### config.mk
export PLATFORM = sky130hd
export DESIGN_NAME = nearest_segment_search_unit
export DESIGN_NICKNAME = d
export VERILOG_FILES = /design/src/hdl/nss_pkg.sv /design/src/hdl/nss_div.sv /design/src/hdl/nearest_segment_search_unit.sv
export SDC_FILE = /design/constraint.sdc
export NUM_CORES = 2
export LEC_CHECK = 0
export BUFFER_PORTS_ARGS = -buffer_cell sky130_fd_sc_hd__buf_2
export CAP_MARGIN = 0
export CELL_PAD_IN_SITES_DETAIL_PLACEMENT = 1
export CELL_PAD_IN_SITES_GLOBAL_PLACEMENT = 1
export CORE_ASPECT_RATIO = 1.2
export CORE_MARGIN = 2
export CORE_UTILIZATION = 35
export CTS_BUF_LIST = sky130_fd_sc_hd__clkbuf_8
export DETAILED_ROUTE_END_ITERATION = 6
export PLACE_DENSITY_LB_ADDON = 0.1
export SKIP_LAST_GASP = 1
export SYNTH_ARGS = -nofsm -noshare
export SYNTH_HDL_FRONTEND = slang
export SYNTH_HIERARCHICAL = 1
export SYNTH_SLANG_ARGS = --single-unit
### constraint.sdc
create_clock -name i_clk -period 13.5 [get_ports i_clk]
set_input_delay 2.025 -clock i_clk [delete_from_list [all_inputs] [get_ports i_clk]]
set_output_delay 2.025 -clock i_clk [all_outputs]
set_load 0.02 [all_outputs]
### src/hdl/nss_pkg.sv
// Shared types and fixed constants of the nearest segment search unit.
`default_nettype none

package nss_pkg;

    // Width and reset value of the distance limit register.
    localparam int LIMIT_W = 8;
    localparam logic [LIMIT_W-1:0] LIMIT_RESET = 8'd8;

    // A candidate's nearest point must lie closer than 2**NEAR_LOG2 pixels in x and in y.
    localparam int NEAR_LOG2 = 8;

    // Result fields.
    localparam int OUT_FRAC   = 8;
    localparam int INDEX_W    = 10;
    localparam int DIST_OUT_W = 24;
    localparam int OUT_DATA_W = ((INDEX_W + DIST_OUT_W + 7) / 8) * 8;

    // Status of the serial divider.
    typedef struct packed {
        logic busy;
        logic done;
    } t_div_status;

endpackage

`default_nettype wire

### src/hdl/nss_div.sv
// Restoring serial divider that forms one fraction bit of the projection factor per cycle.
`default_nettype none

module nss_div #(
    parameter int NUM_W = 33,
    parameter int QUO_W = 16
) (
    input  wire logic                 i_clk,
    input  wire logic                 i_rst_n,
    input  wire logic                 i_start,
    input  wire logic [NUM_W-1:0]     i_num,
    input  wire logic [NUM_W-1:0]     i_den,
    output logic      [QUO_W-1:0]     o_quo,
    output nss_pkg::t_div_status      o_status
);

    localparam int CNT_W = $clog2(QUO_W + 1);

    logic [NUM_W-1:0] r_rem;
    logic [QUO_W-1:0] r_quo;
    logic [CNT_W-1:0] r_cnt;
    logic             r_busy;
    logic             r_done;

    logic [NUM_W:0]   w_shift;
    logic [NUM_W:0]   w_diff;
    logic             w_ge;

    // The numerator is below the denominator, so the remainder always fits NUM_W bits.
    assign w_shift = {r_rem, 1'b0};
    assign w_diff  = w_shift - {1'b0, i_den};
    assign w_ge    = (w_shift >= {1'b0, i_den});

    always_ff @(posedge i_clk) begin
        if (!i_rst_n) begin
            r_busy <= 1'b0;
            r_done <= 1'b0;
            r_cnt  <= '0;
        end else begin
            r_done <= 1'b0;
            if (i_start) begin
                r_busy <= 1'b1;
                r_cnt  <= CNT_W'(QUO_W);
            end else if (r_busy) begin
                r_cnt <= r_cnt - CNT_W'(1);
                if (r_cnt == CNT_W'(1)) begin
                    r_busy <= 1'b0;
                    r_done <= 1'b1;
                end
            end
        end
    end

    always_ff @(posedge i_clk) begin
        if (i_start) begin
            r_rem <= i_num;
            r_quo <= '0;
        end else if (r_busy) begin
            r_rem <= w_ge ? w_diff[NUM_W-1:0] : w_shift[NUM_W-1:0];
            r_quo <= {r_quo[QUO_W-2:0], w_ge};
        end
    end

    assign o_quo           = r_quo;
    assign o_status.busy   = r_busy;
    assign o_status.done   = r_done;

endmodule

`default_nettype wire

### src/hdl/nearest_segment_search_unit.sv
// Top level of the nearest segment search unit: sequencer, shared multiplier and search state.
`default_nettype none

// Usage:
// Each item on the s_axis channel carries the query point and one line segment; s_axis_tlast
// marks the final segment of a search. The unit projects the point onto the segment, forms
// the squared distance and keeps the strictly nearest segment closer than the limit
// written on i_cfg_we / i_cfg_wdata (pixels, reset 8).
// On the last segment one result item leaves on m_axis: tuser is the found flag, tdata holds
// the segment index and the squared distance with 8 fraction bits; the search then clears.
// The serial divider forms the projection factor unless the projection clamps to an end point;
// every multiply goes through the one shared multiplier in turn, and the divider yields one bit
// per cycle. s_axis_tready is high only while the unit waits for an item.
// The result sits in an output register, so the next item is taken while it waits; if a new
// result is due while that register is still full, the sequencer holds until it is taken.
// Reset is synchronous and active low: it clears the search, returns the limit to 8 and
// empties the output register.

module nearest_segment_search_unit #(
    parameter int COORD_BITS   = 16,
    parameter int FRAC_BITS    = 16,
    parameter int MAX_SEGMENTS = 1024
) (
    input  wire logic                                   i_clk,
    input  wire logic                                   i_rst_n,
    // query_x, query_y, seg_start_x, seg_start_y, seg_end_x, seg_end_y, from bit 0 up
    input  wire logic [((6*COORD_BITS+7)/8)*8-1:0]      s_axis_tdata,
    input  wire logic                                   s_axis_tvalid,
    input  wire logic                                   s_axis_tlast,
    output logic                                        s_axis_tready,
    // best_index, best_dist_sq, from bit 0 up
    output logic [nss_pkg::OUT_DATA_W-1:0]              m_axis_tdata,
    // found
    output logic                                        m_axis_tuser,
    output logic                                        m_axis_tvalid,
    input  wire logic                                   m_axis_tready,
    input  wire logic                                   i_cfg_we,
    input  wire logic [nss_pkg::LIMIT_W-1:0]            i_cfg_wdata
);

    localparam int C        = COORD_BITS;
    localparam int F        = FRAC_BITS;
    localparam int SQ_IN_W  = F + nss_pkg::NEAR_LOG2;
    localparam int MW       = (C > SQ_IN_W) ? C : SQ_IN_W;
    localparam int PW       = 2 * MW;
    localparam int DOT_W    = 2 * C + 2;
    localparam int DEN_W    = 2 * C + 1;
    localparam int T_W      = F + 1;
    localparam int U_W      = C + F + 2;
    localparam int M_W      = C + F + 1;
    localparam int DIST_W   = 2 * SQ_IN_W + 1;
    localparam int CNT_W    = $clog2(MAX_SEGMENTS);
    localparam int IDX_X_W  = (CNT_W > nss_pkg::INDEX_W) ? CNT_W : nss_pkg::INDEX_W;
    localparam int LIM2_W   = 2 * nss_pkg::LIMIT_W;
    localparam int OUT_LSB  = 2 * F - nss_pkg::OUT_FRAC;

    localparam logic [3:0] S_IDLE = 4'd0;
    localparam logic [3:0] S_PX   = 4'd1;
    localparam logic [3:0] S_PY   = 4'd2;
    localparam logic [3:0] S_DXX  = 4'd3;
    localparam logic [3:0] S_DYY  = 4'd4;
    localparam logic [3:0] S_DEN  = 4'd5;
    localparam logic [3:0] S_TSEL = 4'd6;
    localparam logic [3:0] S_DIV  = 4'd7;
    localparam logic [3:0] S_TX   = 4'd8;
    localparam logic [3:0] S_TY   = 4'd9;
    localparam logic [3:0] S_UY   = 4'd10;
    localparam logic [3:0] S_MX   = 4'd11;
    localparam logic [3:0] S_MY   = 4'd12;
    localparam logic [3:0] S_LIM  = 4'd13;
    localparam logic [3:0] S_CMP  = 4'd14;

    // Difference a - b as sign and magnitude; the magnitude always fits the coordinate width.
    function automatic logic [C:0] f_diff_sm(input logic [C-1:0] a, input logic [C-1:0] b);
        logic [C:0] p;
        logic [C:0] n;
        p = {a[C-1], a} - {b[C-1], b};
        n = {b[C-1], b} - {a[C-1], a};
        return p[C] ? {1'b1, n[C-1:0]} : {1'b0, p[C-1:0]};
    endfunction

    function automatic logic [U_W-1:0] f_sadd(input logic [U_W-1:0] a, input logic a_neg,
                                               input logic [U_W-1:0] b, input logic b_neg);
        logic [U_W-1:0] sa;
        logic [U_W-1:0] sb;
        sa = a_neg ? (U_W'(0) - a) : a;
        sb = b_neg ? (U_W'(0) - b) : b;
        return sa + sb;
    endfunction

    function automatic logic [M_W-1:0] f_abs(input logic [U_W-1:0] u);
        logic [U_W-1:0] n;
        n = U_W'(0) - u;
        return u[U_W-1] ? n[M_W-1:0] : u[M_W-1:0];
    endfunction

    logic [3:0]                     r_state;
    logic [3:0]                     n_state;

    logic [nss_pkg::LIMIT_W-1:0]    r_limit;

    logic [C-1:0]                   r_ax_mag, r_ay_mag, r_dx_mag, r_dy_mag;
    logic                           r_ax_neg, r_ay_neg, r_dx_neg, r_dy_neg;
    logic                           r_last;

    logic [PW-1:0]                  r_prod;
    logic [MW-1:0]                  w_mul_a;
    logic [MW-1:0]                  w_mul_b;
    logic                           w_mul_en;

    logic [DOT_W-1:0]               r_dot;
    logic [DEN_W-1:0]               r_den;
    logic [DOT_W-1:0]               w_term;
    logic                           w_dot_nonpos;
    logic                           w_dot_ge_den;
    logic                           w_div_start;

    logic [T_W-1:0]                 r_t;
    logic [F-1:0]                   w_div_quo;
    nss_pkg::t_div_status           w_div_sts;

    logic [U_W-1:0]                 r_ux, r_uy;
    logic [U_W-1:0]                 w_back_x, w_back_y, w_tprod;
    logic [M_W-1:0]                 r_mx, r_my;
    logic                           r_near_x, r_near_y;
    logic [DIST_W-1:0]              r_dist;
    logic [DIST_W-1:0]              w_sq;

    logic [DIST_W-1:0]              r_best_sq;
    logic [CNT_W-1:0]               r_best_pos;
    logic                           r_have_best;
    logic [CNT_W-1:0]               r_count;

    logic [DIST_W-1:0]              w_thr;
    logic                           w_cand;
    logic                           w_new_have;
    logic [DIST_W-1:0]              w_new_sq;
    logic [CNT_W-1:0]               w_new_pos;
    logic [IDX_X_W-1:0]             w_pos_ext;
    logic                           w_out_free;
    logic                           w_cmp_go;

    logic                           r_out_valid;
    logic                           r_out_found;
    logic [nss_pkg::INDEX_W-1:0]    r_out_index;
    logic [nss_pkg::DIST_OUT_W-1:0] r_out_dist;

    logic [C:0]                     w_ax_sm, w_ay_sm, w_dx_sm, w_dy_sm;

    assign w_ax_sm = f_diff_sm(s_axis_tdata[0*C +: C], s_axis_tdata[2*C +: C]);
    assign w_ay_sm = f_diff_sm(s_axis_tdata[1*C +: C], s_axis_tdata[3*C +: C]);
    assign w_dx_sm = f_diff_sm(s_axis_tdata[4*C +: C], s_axis_tdata[2*C +: C]);
    assign w_dy_sm = f_diff_sm(s_axis_tdata[5*C +: C], s_axis_tdata[3*C +: C]);

    assign s_axis_tready = (r_state == S_IDLE);

    // ---------------- sequencer ----------------
    assign w_out_free = !r_out_valid || m_axis_tready;
    assign w_cmp_go   = (r_state == S_CMP) && (!r_last || w_out_free);

    always_comb begin
        n_state = r_state;
        case (r_state)
            S_IDLE: if (s_axis_tvalid) begin
                n_state = S_PX;
            end
            S_PX:   n_state = S_PY;
            S_PY:   n_state = S_DXX;
            S_DXX:  n_state = S_DYY;
            S_DYY:  n_state = S_DEN;
            S_DEN:  n_state = S_TSEL;
            S_TSEL: n_state = w_div_start ? S_DIV : S_TX;
            S_DIV:  if (w_div_sts.done) begin
                n_state = S_TX;
            end
            S_TX:   n_state = S_TY;
            S_TY:   n_state = S_UY;
            S_UY:   n_state = S_MX;
            S_MX:   n_state = S_MY;
            S_MY:   n_state = S_LIM;
            S_LIM:  n_state = S_CMP;
            S_CMP:  if (w_cmp_go) begin
                n_state = S_IDLE;
            end
            default: n_state = S_IDLE;
        endcase
    end

    always_ff @(posedge i_clk) begin
        if (!i_rst_n) begin
            r_state <= S_IDLE;
            r_limit <= nss_pkg::LIMIT_RESET;
        end else begin
            r_state <= n_state;
            if (i_cfg_we) begin
                r_limit <= i_cfg_wdata;
            end
        end
    end

    always_ff @(posedge i_clk) begin
        if (s_axis_tvalid && s_axis_tready) begin
            r_ax_neg <= w_ax_sm[C];
            r_ax_mag <= w_ax_sm[C-1:0];
            r_ay_neg <= w_ay_sm[C];
            r_ay_mag <= w_ay_sm[C-1:0];
            r_dx_neg <= w_dx_sm[C];
            r_dx_mag <= w_dx_sm[C-1:0];
            r_dy_neg <= w_dy_sm[C];
            r_dy_mag <= w_dy_sm[C-1:0];
            r_last   <= s_axis_tlast;
        end
    end

    // ---------------- shared multiplier ----------------
    always_comb begin
        w_mul_a  = '0;
        w_mul_b  = '0;
        w_mul_en = 1'b1;
        case (r_state)
            S_PX: begin
                w_mul_a = MW'(r_ax_mag);
                w_mul_b = MW'(r_dx_mag);
            end
            S_PY: begin
                w_mul_a = MW'(r_ay_mag);
                w_mul_b = MW'(r_dy_mag);
            end
            S_DXX: begin
                w_mul_a = MW'(r_dx_mag);
                w_mul_b = MW'(r_dx_mag);
            end
            S_DYY: begin
                w_mul_a = MW'(r_dy_mag);
                w_mul_b = MW'(r_dy_mag);
            end
            S_TX: begin
                w_mul_a = MW'(r_t);
                w_mul_b = MW'(r_dx_mag);
            end
            S_TY: begin
                w_mul_a = MW'(r_t);
                w_mul_b = MW'(r_dy_mag);
            end
            S_MX: begin
                w_mul_a = MW'(r_mx[SQ_IN_W-1:0]);
                w_mul_b = MW'(r_mx[SQ_IN_W-1:0]);
            end
            S_MY: begin
                w_mul_a = MW'(r_my[SQ_IN_W-1:0]);
                w_mul_b = MW'(r_my[SQ_IN_W-1:0]);
            end
            S_LIM: begin
                w_mul_a = MW'(r_limit);
                w_mul_b = MW'(r_limit);
            end
            default: w_mul_en = 1'b0;
        endcase
    end

    always_ff @(posedge i_clk) begin
        if (w_mul_en) begin
            r_prod <= w_mul_a * w_mul_b;
        end
    end

    // ---------------- projection factor ----------------
    assign w_term       = DOT_W'(r_prod[2*C-1:0]);
    assign w_dot_nonpos = r_dot[DOT_W-1] || (r_dot == '0);
    assign w_dot_ge_den = (r_dot >= DOT_W'(r_den));
    assign w_div_start  = (r_state == S_TSEL) && !w_dot_nonpos && !w_dot_ge_den;

    always_ff @(posedge i_clk) begin
        if (!i_rst_n) begin
            r_t <= '0;
        end else begin
            case (r_state)
                S_PY:  r_dot <= (r_ax_neg ^ r_dx_neg) ? (DOT_W'(0) - w_term) : w_term;
                S_DXX: r_dot <= (r_ay_neg ^ r_dy_neg) ? (r_dot - w_term) : (r_dot + w_term);
                S_DYY: r_den <= DEN_W'(r_prod[2*C-1:0]);
                S_DEN: r_den <= r_den + DEN_W'(r_prod[2*C-1:0]);
                S_TSEL: begin
                    // A zero length segment gives a zero dot product and so a factor of zero.
                    if (w_dot_nonpos) begin
                        r_t <= '0;
                    end else if (w_dot_ge_den) begin
                        r_t <= T_W'(1) << F;
                    end
                end
                S_DIV: if (w_div_sts.done) begin
                    r_t <= {1'b0, w_div_quo};
                end
                default: ;
            endcase
        end
    end

    nss_div #(
        .NUM_W (DEN_W),
        .QUO_W (F)
    ) u_div (
        .i_clk    (i_clk),
        .i_rst_n  (i_rst_n),
        .i_start  (w_div_start),
        .i_num    (r_dot[DEN_W-1:0]),
        .i_den    (r_den),
        .o_quo    (w_div_quo),
        .o_status (w_div_sts)
    );

    // ---------------- offset of the projected point and squared distance ----------------
    // The offset from the query is (start - query) * 2**F + t * d; start - query is -a.
    assign w_back_x = U_W'({r_ax_mag, F'(0)});
    assign w_back_y = U_W'({r_ay_mag, F'(0)});
    assign w_tprod  = U_W'(r_prod[C+F:0]);
    assign w_sq     = DIST_W'(r_prod[2*SQ_IN_W-1:0]);

    always_ff @(posedge i_clk) begin
        case (r_state)
            S_TY: r_ux <= f_sadd(w_back_x, !r_ax_neg, w_tprod, r_dx_neg);
            S_UY: begin
                r_uy <= f_sadd(w_back_y, !r_ay_neg, w_tprod, r_dy_neg);
                r_mx <= f_abs(r_ux);
            end
            S_MX: begin
                r_my     <= f_abs(r_uy);
                r_near_x <= (r_mx[M_W-1:SQ_IN_W] == '0);
            end
            S_MY: begin
                r_dist   <= w_sq;
                r_near_y <= (r_my[M_W-1:SQ_IN_W] == '0);
            end
            S_LIM: r_dist <= r_dist + w_sq;
            default: ;
        endcase
    end

    // ---------------- search state ----------------
    // Until a segment is found the live limit applies; r_prod holds its square here.
    assign w_thr      = r_have_best ? r_best_sq
                                    : (DIST_W'(r_prod[LIM2_W-1:0]) << (2 * F));
    assign w_cand     = r_near_x && r_near_y && (r_dist < w_thr);
    assign w_new_have = r_have_best || w_cand;
    assign w_new_sq   = w_cand ? r_dist : r_best_sq;
    assign w_new_pos  = w_cand ? r_count : r_best_pos;
    assign w_pos_ext  = IDX_X_W'(w_new_pos);

    always_ff @(posedge i_clk) begin
        if (!i_rst_n) begin
            r_have_best <= 1'b0;
            r_count     <= '0;
        end else if (w_cmp_go) begin
            if (r_last) begin
                r_have_best <= 1'b0;
                r_count     <= '0;
            end else begin
                r_have_best <= w_new_have;
                r_count     <= (r_count == CNT_W'(MAX_SEGMENTS - 1)) ? '0
                                                                     : r_count + CNT_W'(1);
            end
        end
    end

    always_ff @(posedge i_clk) begin
        if (w_cmp_go && !r_last) begin
            r_best_sq  <= w_new_sq;
            r_best_pos <= w_new_pos;
        end
    end

    // ---------------- output register ----------------
    always_ff @(posedge i_clk) begin
        if (!i_rst_n) begin
            r_out_valid <= 1'b0;
        end else if (w_cmp_go && r_last) begin
            r_out_valid <= 1'b1;
        end else if (m_axis_tready) begin
            r_out_valid <= 1'b0;
        end
    end

    always_ff @(posedge i_clk) begin
        if (w_cmp_go && r_last) begin
            r_out_found <= w_new_have;
            r_out_index <= w_new_have ? w_pos_ext[nss_pkg::INDEX_W-1:0] : '0;
            r_out_dist  <= w_new_have ? w_new_sq[OUT_LSB +: nss_pkg::DIST_OUT_W] : '0;
        end
    end

    assign m_axis_tvalid = r_out_valid;
    assign m_axis_tuser  = r_out_found;
    assign m_axis_tdata  = nss_pkg::OUT_DATA_W'({r_out_dist, r_out_index});

    // ---------------- assertions ----------------
    a_div_in_div_state: assert property (@(posedge i_clk) disable iff (!i_rst_n)
        w_div_sts.busy |-> (r_state == S_DIV))
        else $error("divider busy outside the divide state");

    a_result_loaded: assert property (@(posedge i_clk) disable iff (!i_rst_n)
        w_cmp_go && r_last |=> m_axis_tvalid && (m_axis_tuser == $past(w_new_have)))
        else $error("result of a last item not presented");

    a_t_in_range: assert property (@(posedge i_clk) disable iff (!i_rst_n)
        r_t[F] |-> (r_t[F-1:0] == '0))
        else $error("projection factor above one");

endmodule

`default_nettype wire
==> parameters.txt <==
Parameter                              Value

Outcome
  Outcome    completed

GRT
  Largest net degree at the start of global routing    98
  Overall fraction of global-route tracks in use    24.19%
  Vias in the first global route    51480
  Sum of overflow across all layers after global routing    0
  First-pass GRT wire length    323900 microns
  Number of antenna violations at the first check in global routing    4

Yosys
  Avg Synthesized Cell Area    9.098 sq um
  Gate count of the mapped netlist    6672
  Total number of yosys warnings    6
  Area of the mapped netlist    60700 sq um

Worst setup path
  Critical path required time    14050 ps
  Kind of capture point of the worst setup path    register
  Worst Path Arrival    11600 ps
  Startpoint type of the worst setup path    register
  Max stage delay on crit path    940 ps
  Worst path top cell family by delay    adder cells
  Critical path start-end classification    reg -> reg
  Largest fanout on the critical path    35
  Cell with the biggest individual delay on the critical path    sky130_fd_sc_hd__nor2_4
  Most frequent cell on the critical path    sky130_fd_sc_hd__fa_1
  Number of buffers and inverters on the critical path    5

Clock network
  CTS tree    yes
  Clock sink count    560
  H-Tree Depth    3
  Post-CTS repair timing setup buffer count    0
  CTS Buffer Depth    3
  Clock network latency to the later pin of the worst-skew pair    860 ps
  Clock Root Buffer    sky130_fd_sc_hd__clkbuf_8
  Post-cts sizing count    0
  Number of hold buffers added after CTS    0
  Reg clk slew, reported paths    70 ps
  CTS Buf Count    100

Power
  Power density over the cells    163.7 nW/um^2
  Worst vdd ir    0.09694 mV
  Final Total Pwr    10810 uW
  Leakage power    0.02983 uW

Placed design
  GPL Wtd Cong    0.8890
  Detailed-placement wirelength estimate    170000 microns
  Total instance count after detailed placement    8914
  Port Buf Inserts    146

Die
  Initial Util    35.21%
  Die width    384.2 microns
  Floorplan die height    460.2 microns
  Std-Cell Core Area    172400 sq um
  Count of boundary I/O pins    153
  Core Rows    167
  Full die area    176800 sq um

Final layout
  Share of cells above drive strength 1    7.454%
  Area growth, synth to finish    8.810%
  Net count, final    7908
  Final Instance Count excl. Fillers    9098

STA
  Relative slew slack    18.82%
  Fmax    90.44 MHz
  Final critical delay including setup and external delays    11060 ps
  Transition time of the tightest slew-check pin    1205 ps
  Crit share post-route    81.90%
  TNS Setup    0 ps
  Final count of negative-setup-slack endpoints    0
  Largest clock skew in the final design    55.92 ps
  Setup repair after global routing missed its margin    no
  Final hold vios    0
  Number of slew-limit violations in the final report    0

Job
  Number of max-cap violations    0

Routing
  Count of nets left with antenna violations after detail routing    0
  Wire length reported by the detailed router    213900 microns
  Routed length per instance    23.51 microns
  DR vias/cell    5.280
  Iteration-0 DRC count of the detailed router    2822
  Number of vias in the routed layout    48040
  First-pass iteration count of the detailed router    5
  DR DRC count    0

Min path
  Type of the tightest min-delay check    reg -> reg
area by class of cell:
type	instances	area, sq um
timing repair buffer	245	1474
sequential	560	16180
clock buffer	108	1486
antenna	2	5.005
inverter	957	3592
fill	19880	106300
multi-input combinational	4871	39940
tap	2281	2854
clock inverter	74	521.8
per-stage QoR:
| stage | setup WS, ps | instance area [sq um] | utilization (%) | hold slack, ps |
|---|---|---|---|---|
| 2_1_floorplan | 3494 | 60720 | - | 426.4 |
| 3_3_place_gp | 2642 | 64030 | 37.15 | 443.9 |
| 3_5_place_dp | 2520 | 64030 | 37.15 | 450.7 |
| 4_1_cts | 2458 | 66040 | 38.31 | 466.0 |
| 5_1_grt | 1805 | 66040 | 38.31 | 486.6 |
| 6_report | 2443 | 66050 | 38.31 | 468.0 |
where the power goes:
part	internal, uW	switching [uW]	total [uW]
logic	2460	4160	6620
registers	2280	243	2520
clock network	859	813	1670
total	5600	5220	10800
path summary, 6_finish.rpt:
kind | start | to | slack (ps) | cells after the start
worst max-delay path | r_state[3] | r_prod[40] | 2440 | 29
worst min-delay path | r_t[2] | r_t[2] | 470 | 2
worst max register to register | r_state[3] | r_prod[40] | 2440 | 29
worst min register to register | r_t[2] | r_t[2] | 470 | 2
flip-flops by register name, summed over array words and instances (netlist names), 34 cells and up:
register / flops
r_prod: 48
r_uy: 34
r_dot: 34
r_dist: 49
r_best_sq: 49
r_ux: 34
metal layers:
metal,track usage (%),up-vias,share of wire (%),wire length [microns]
li1,-,22680,-,-
met1,32.16,24260,46,97330
met4,8.573,6,3.8,8032
met2,40.97,832,47,101600
met5,0,-,0.014,31
met3,2.138,266,3.2,6880
worst min-delay path, delay by kind of cell (launching register included):
family | cells | cell delay, ps
DFF | 1 | 310
and+or+nand+nor | 1 | 50
muxes | 1 | 50
placed cells by master, fill, tap and decap left out, types with 55 or more instances in the layout:
cell,instances
sky130_fd_sc_hd__a21o_1,159
sky130_fd_sc_hd__a21oi_1,357
sky130_fd_sc_hd__a22o_1,62
sky130_fd_sc_hd__and3_1,55
sky130_fd_sc_hd__buf_2,146
sky130_fd_sc_hd__buf_4,99
sky130_fd_sc_hd__clkbuf_8,108
sky130_fd_sc_hd__dfxtp_1,62
sky130_fd_sc_hd__edfxtp_1,496
sky130_fd_sc_hd__fa_1,496
sky130_fd_sc_hd__ha_1,567
sky130_fd_sc_hd__inv_1,981
sky130_fd_sc_hd__mux2i_1,103
sky130_fd_sc_hd__nand2_1,799
sky130_fd_sc_hd__nand2b_1,57
sky130_fd_sc_hd__nand3_1,70
sky130_fd_sc_hd__nor2_1,465
sky130_fd_sc_hd__nor2b_1,78
sky130_fd_sc_hd__nor3_1,101
sky130_fd_sc_hd__o21a_1,61
sky130_fd_sc_hd__o21ai_0,278
sky130_fd_sc_hd__xnor2_1,301
sky130_fd_sc_hd__xor2_1,154
Note: power is estimated with default switching activity, not from simulation.
